<file path="config.mk">
export PLATFORM = sky130hd
export DESIGN_NAME = tnf_div
export DESIGN_NICKNAME = d
export VERILOG_FILES = /design/src/rtl/tnf_pkg.sv /design/src/rtl/tnf_div.sv
export SDC_FILE = /design/constraint.sdc
export NUM_CORES = 1
export LEC_CHECK = 0
export BUFFER_PORTS_ARGS = -buffer_cell sky130_fd_sc_hd__buf_4
export CAP_MARGIN = 40
export CELL_PAD_IN_SITES_DETAIL_PLACEMENT = 1
export CELL_PAD_IN_SITES_GLOBAL_PLACEMENT = 2
export CORE_MARGIN = 4
export CORE_UTILIZATION = 41
export DETAILED_ROUTE_END_ITERATION = 7
export PLACE_DENSITY = 0.94
export SYNTH_ARGS = -nofsm -noshare
export SYNTH_HDL_FRONTEND = slang
export SYNTH_SLANG_ARGS = --single-unit
</file>
<file path="constraint.sdc">
create_clock -name clk_i -period 6.1 [get_ports clk_i]
set_input_delay 0.305 -clock clk_i [delete_from_list [all_inputs] [get_ports clk_i]]
set_output_delay 0.305 -clock clk_i [all_outputs]
set_load 0.1 [all_outputs]
</file>
<file path="src/rtl/tnf_pkg.sv">
// ----------------------------------------------------------------------------
// tnf_pkg
// Shared types and constants for the tracking notch filter.
// ----------------------------------------------------------------------------
package tnf_pkg;

  localparam int unsigned SampleWidthDef  = 16;
  localparam int unsigned CoefFracBitsDef = 30;
  localparam int unsigned FreqWidth       = 17;
  localparam int unsigned CfgIdxWidth     = 2;
  localparam int unsigned CfgDataWidth    = 32;
  // Gains, numerators and denominator (gains reach 2^50, sums stay below 2^51)
  localparam int unsigned GainWidth       = 52;

  // Configuration register indexes
  localparam logic [CfgIdxWidth-1:0] RegSamplePeriod = 2'd0;
  localparam logic [CfgIdxWidth-1:0] RegWidthCoef    = 2'd1;
  localparam logic [CfgIdxWidth-1:0] RegDepthCoef    = 2'd2;

  localparam logic [31:0] SamplePeriodRst = 32'd214748;
  localparam logic [15:0] WidthCoefRst    = 16'd256;
  localparam logic [15:0] DepthCoefRst    = 16'd0;

  // Sequencer states
  typedef enum logic [3:0] {
    StIdle,
    StGain,   // saturate T*W, form the three products
    StSetup,  // form numerators and denominator
    StDiv,    // run the four divisions
    StMac,    // accumulate the four products
    StRound,  // round and saturate
    StOut     // present result
  } state_e;

  // Divider control
  typedef struct packed {
    logic start;
    logic busy;
    logic done;
  } div_ctl_t;

endpackage

</file>
<file path="src/rtl/tnf_div.sv">
// ----------------------------------------------------------------------------
// tnf_div
// Restoring divider: signed numerator over positive denominator, Q2.F
// quotient, truncated toward zero, saturated below magnitude two. One bit/cycle.
// ----------------------------------------------------------------------------
module tnf_div #(
  parameter int unsigned CoefFracBits = tnf_pkg::CoefFracBitsDef
) (
  input  logic                                 clk_i,
  input  logic                                 rst_ni,
  input  logic                                 start_i,
  input  logic signed [tnf_pkg::GainWidth-1:0] num_i,
  input  logic        [tnf_pkg::GainWidth-1:0] den_i,
  output tnf_pkg::div_ctl_t                    ctl_o,
  output logic signed [CoefFracBits+2:0]       quot_o
);

  localparam int unsigned GW  = tnf_pkg::GainWidth;
  localparam int unsigned MW  = GW + 1;
  localparam int unsigned QW  = CoefFracBits + 2;
  localparam int unsigned CW  = $clog2(CoefFracBits + 1);
  localparam logic [QW-1:0] Cap = {1'b0, {(QW-1){1'b1}}};

  logic [MW-1:0] rem_q, rem_d;
  logic [GW-1:0] den_q;
  logic [QW-1:0] q_q, q_d;
  logic          neg_q, busy_q, done_q;
  logic [CW-1:0] cnt_q;
  logic [MW-1:0] mag;
  logic [MW-1:0] sh;

  assign mag = num_i[GW-1] ? MW'(-num_i) : MW'(num_i);
  assign sh  = {rem_q[GW-1:0], 1'b0};

  // One shift-subtract step
  always_comb begin
    rem_d = sh;
    q_d   = {q_q[QW-2:0], 1'b0};
    if (sh >= {1'b0, den_q}) begin
      rem_d = sh - {1'b0, den_q};
      q_d[0] = 1'b1;
    end
  end

  always_ff @(posedge clk_i or negedge rst_ni) begin
    if (!rst_ni) begin
      busy_q <= 1'b0;
      done_q <= 1'b0;
      cnt_q  <= '0;
    end else begin
      done_q <= 1'b0;
      if (start_i) begin
        neg_q <= num_i[GW-1];
        den_q <= den_i;
        if (mag >= {den_i, 1'b0}) begin
          q_q    <= Cap;
          done_q <= 1'b1;
        end else if (mag >= {1'b0, den_i}) begin
          q_q    <= QW'(1);
          rem_q  <= mag - {1'b0, den_i};
          busy_q <= 1'b1;
          cnt_q  <= CW'(CoefFracBits);
        end else begin
          q_q    <= '0;
          rem_q  <= mag;
          busy_q <= 1'b1;
          cnt_q  <= CW'(CoefFracBits);
        end
      end else if (busy_q) begin
        rem_q <= rem_d;
        q_q   <= q_d;
        cnt_q <= cnt_q - 1'b1;
        if (cnt_q == CW'(1)) begin
          busy_q <= 1'b0;
          done_q <= 1'b1;
        end
      end
    end
  end

  assign ctl_o  = '{start: start_i, busy: busy_q, done: done_q};
  assign quot_o = neg_q ? -$signed({1'b0, q_q}) : $signed({1'b0, q_q});

endmodule

</file>
After elaboration in Yosys (flattened, before gate mapping). Index checks and enable logic that the tools add are counted.

Flip-flop bits (word level): 144. Bits of input ports: 107. Output and inout bits: 36.

$add $sub $neg: 5. $lt $le $gt $ge: 3. Equal/unequal tests: 2. Multiplexer cells: 23. Reduce and logical (&&, ||, !) cells: 5.

Operator list (number): two-way mux 52 bit (5); >= comparator 53 x 52 -> 1 bit (2); subtractor 52 bit (2); two-way mux 32 bit (2); >= comparator 53 bit (1); two-way mux 53 bit (1); negator 52 -> 53 bit (1); two-way mux 33 bit (1); negator 32 -> 33 bit (1); two-way mux 31 bit (1); two-way mux 5 bit (3); two-way mux 1 bit (10); AND reduction 2 bit (3); equality test 5 x 1 -> 1 bit (second input constant) (1); subtractor 5 x 1 -> 5 bit (second input constant) (1); AND reduction 3 bit (1); != test 2 bit (second input constant) (1); nonzero test 2 bit (1).

Longest topological paths before layout.
Depth in word-level cells: 6. Gate-level depth with buffers: 22.

Worst setup path before layout. OpenSTA, ideal clock, no wires.

Kind: input-to-reg. Start: input port num_i[16] (netlist name). End: register rem_q[0] (enable). Library setup time: 0.415 ns. Arrival: 5.087 ns. Data required time: 5.685 ns. Slack: 0.598 ns. Stages: 17. Buffers on the path: 0. Cells stage by stage: or4_1 or3_1 and4bb_2 nand4_1 or3_1 nand2b_1 o31ai_1 xnor2_1 ha_1 a21o_1 a21o_1 a21oi_1 o21ai_0 a21oi_1 o41ai_1 nand2_1 and2_1.

Word-level cells in the longest chain between the ends: 5.

RTL lines: start, declared (line tnf_div.sv:12) `input logic signed [tnf_pkg::GainWidth-1:0] num_i,`; negator 52 -> 53 bit (line tnf_div.sv:32) `assign mag = num_i[GW-1] ? MW'(-num_i) : MW'(num_i);`; two-way mux 53 bit (*) (line tnf_div.sv:32); >= comparator 53 bit (*) (line tnf_div.sv:55) `if (mag >= {den_i, 1'b0}) begin`; != test 2 bit (no source line) (*); AND reduction 3 bit (no source line) (*); end signal, assigned (line tnf_div.sv:60) `rem_q <= mag - {1'b0, den_i};`; end signal, assigned (line tnf_div.sv:65) `rem_q <= mag;`; end signal, assigned (line tnf_div.sv:70) `rem_q <= rem_d;`; end, declared (line tnf_div.sv:24) `logic [MW-1:0] rem_q, rem_d;`.

Mark *: on every way between the ends. The rest lies on a longest branch, timed or not. A chain may end at the register's enable or synchronous reset.

Worst setup path in the final report.
Start: input port num_i[4] (netlist name). End: register q_q[2] (data pin).

Word-level cells in the longest chain between the ends: 5.

RTL lines: negator 52 -> 53 bit (line tnf_div.sv:32); two-way mux 53 bit (*) (line tnf_div.sv:32); >= comparator 53 bit (*) (line tnf_div.sv:55); two-way mux 31 bit (*) (line tnf_div.sv:55); two-way mux 32 bit (*) (line tnf_div.sv:52) `if (start_i) begin`; end signal, assigned (line tnf_div.sv:56) `q_q <= Cap;`; end signal, assigned (line tnf_div.sv:71) `q_q <= q_d;`; end, declared (line tnf_div.sv:26) `logic [QW-1:0] q_q, q_d;`.

Marks and branches as above.

==> results.toml <==
[drt]
finalWirelength_um = 56100
wl_met1_um = 26400
wire_per_inst_um = 22.8
highest_layer = "met4"
wl_met3_um = 3130
wl_met2_um = 25500
remaining_drc_errors = 0
drt_iter0_drc = 1172
ant_nets = 0
viasPerCell = 6.08
dr.pass1.iters = 5
via_count = 15000

[power]
power_density_mw_per_mm2 = 279
internal_power_uw = 2750
power_frac_seq_pct = 27.0
power_switching_uw = 2180
p_leak_uw = 0.00738
ir_drop_v = 0.000186
share_clk_of_total_power_pct = 21.1
combPwrFrac_pct = 51.9
sw_frac_of_total_pct = 44.2

[global_route]
antenna_found_initial = 0
grt_start_max_net_pins = 84
grt_pass1_vias = 15300
grt_pass1_wl_um = 86900
grt.total_usage_pct = 26.5
grt.overflow.total = 0

[critical_path]
timing.critical_path.max_delay_family = "simple AND/OR/NAND/NOR gates"
crit_fanout = 34
start_kind = "primary input"
end_kind = "flip-flop"
cpPeakStageDelay_ps = 530
r2r_end = "rem_q[47]"
path_cells = "buf_4 > nor3_1 > nand2b_1 > nor2_1 > buf_4 > nand2_1 > nor3_1 > nand2_1 > o41ai_1 > xnor2_1 > ha_1 > nand4_1 > nor2_1 > o21ai_0 > a21oi_1 > o2111ai_1 > a21oi_1 > nor3_1 > o41ai_1 > buf_4 > or2_2 > a21boi_0"
cp_data_arrival_time_ps = 6010
cp_slowest_cell = "o41ai_1"
crit_type = "in -> reg"
r2r.worst_path.cells = 11
r2r_start = "rem_q[2]"
reg2reg_slack_ps = 1550
worstPathRequired_ps = 6380
crit_buf_inv = 3

[cts]
cts.htree.levels = 4
cts_resized = 0
path_clk_slew_ps = 60
hold_buffers = 1
cts_buffers = 17
cts_setup_buffers = 0
clkSinkCount = 144
cts_buffer_depth = 2
clock_latency_ps = 440
root_buffer = "clkbuf_16"
cts_tree = "yes"

[sta]
hold_viol_final = 0
slew_violations = 0
fin_skew_ps = 10.8
post-route-min-period_ps = 5730
finalCritPeriodShare_pct = 93.9
hold_ws_ps = 51.3
setup_viol = 0
relSlewSlack_pct = 43.6
worstMarginPinSlew_ps = 841
rsz0062_at_grt = "no"
setup_slack_ps = 371
max_freq_mhz = 175

[logic_synthesis]
syn_nets = 2104
yosysTopAreaCellShare_pct = 26.6
synth_most_common_cell = "a21oi_1"
synth_top_area_cell = "edfxtp_1"
synthTopCellsByCount = "a21oi_1, ha_1, nand2_1, edfxtp_1, inv_1"
netlist_instances = 1835
ys_types = 80
ys.flop_type = "edfxtp_1"
synth_area_mm2 = 0.0155
yosys_warnings = 0
async_reset_ff_share_pct = 4.86
synth_edf_count = 137
synth-seq-cells = 144
synth_area_per_cell_um2 = 8.42
synth.area.top_cells = "edfxtp_1, ha_1, xnor2_1"
seq_area_frac_synth_pct = 27.7

[placement]
dp_hpwl_um = 45700
portBuffers = 142
placed_area_mm2 = 0.0171
placedCellCount = 2428
place_congestion = 0.922
dp_slack_ps = -18.9

[layout]
drive_gt1_share_pct = 11.1
stdcell_area_mm2 = 0.0177
finalCoreUtilization_pct = 48.1
insertedDiodeCount = 0
register_area_mm2 = 0.00429
nFillCells = 4443
synthToLayoutAreaGrowth_pct = 14.6
nets = 2213
multiInputGateArea_mm2 = 0.0103
final_cell_count_no_fill = 2461

[floorplanning]
die_area_mm2 = 0.0409
coreArea_mm2 = 0.0369
die_w_um = 202
start_util_pct = 41.9
top_level_ports = 143
die_h_um = 202
rows = 70

[run_status]
status = "finished clean"

[min_path]
holdPathEnd = "den_q[6]"
hp-class = "in -> reg"
hp-start = "den_i[6]"
hold_depth = 1

[job]
maxCapViolCount = 0
==> sequential cells by signal, indices dropped and copies added (netlist names) <==
name    count
busy_q      1
cnt_q       5
den_q      52
done_q      1
neg_q       1
q_q        32
rem_q      52
==> worst reg2reg max path, delay by kind of cell (launching register included) <==
family / cells / cell delay [ps]
AOI/OAI and AO/OA: 7 / 2830
and+or+nand+nor: 2 / 470
DFF: 1 / 400
adders and majority gates: 1 / 390
muxes: 1 / 170
==> power groups by stage <==
stage | logic (uW) | registers, uW | clock network [uW]
6_report | 2560 | 1330 | 1040
5_1_grt | 2770 | 1340 | 1100
4_1_cts | 2530 | 1330 | 1050
3_5_place_dp | 2500 | 1350 | 0
3_3_place_gp | 2440 | 1350 | 0
2_1_floorplan | 1790 | 1320 | 0
==> worst max path at each step <==
stage	start	end	slack (ps)	cells after the start
2_1_floorplan	num_i[16]	rem_q[0]	600	17
6_report	num_i[4]	q_q[2]	370	22
5_1_grt	num_i[4]	q_q[2]	60	22
3_3_place_gp	num_i[16]	q_q[2]	180	20
3_5_place_dp	num_i[16]	rem_q[11]	-20	20
4_1_cts	num_i[16]	rem_q[11]	440	20
==> layout by cell type (no fill, tap or decap), drive strengths merged, types with 59 or more instances in the layout <==
cell type and count:
buf 171, a21oi 164, ha 160, nand2 158, edfxtp 137, inv 135
xnor2 123, nor2 106, o21ai 98, a21o 59
==> final cells by class <==
type	instances	share of cell area [%]
tap	504	3.56
timing repair buffer	172	7.79
clock inverter	15	0.812
multi-input combinational	1475	58.4
inverter	134	2.84
sequential	144	24.2
clock buffer	17	2.40
==> metal layers <==
layer	track usage, %	up-vias
li1	-	7007
met5	0	-
met1	38.3	7446
met2	43.0	460
met4	5.87	0
met3	3.02	61
==> through the flow <==
stage | setup TNS, ps | power (uW)
2_1_floorplan | 0 | 3110
3_3_place_gp | 0 | 3780
3_5_place_dp | -45.5 | 3850
4_1_cts | 0 | 4910
5_1_grt | 0 | 5220
6_report | 0 | 4940
==> cell families after synthesis <==
group | share of synthesized area (%)
adder cells (fa/ha/maj) | 13.2
other | 0.0243
AO/OA/AOI/OAI | 25.4
multiplexers | 2.53
buffers and inverters | 5.41
flip-flops | 27.7
XOR/XNOR | 9.74
AND/OR/NAND/NOR | 15.9
No activity file was read; power rests on OpenSTA's default activity.
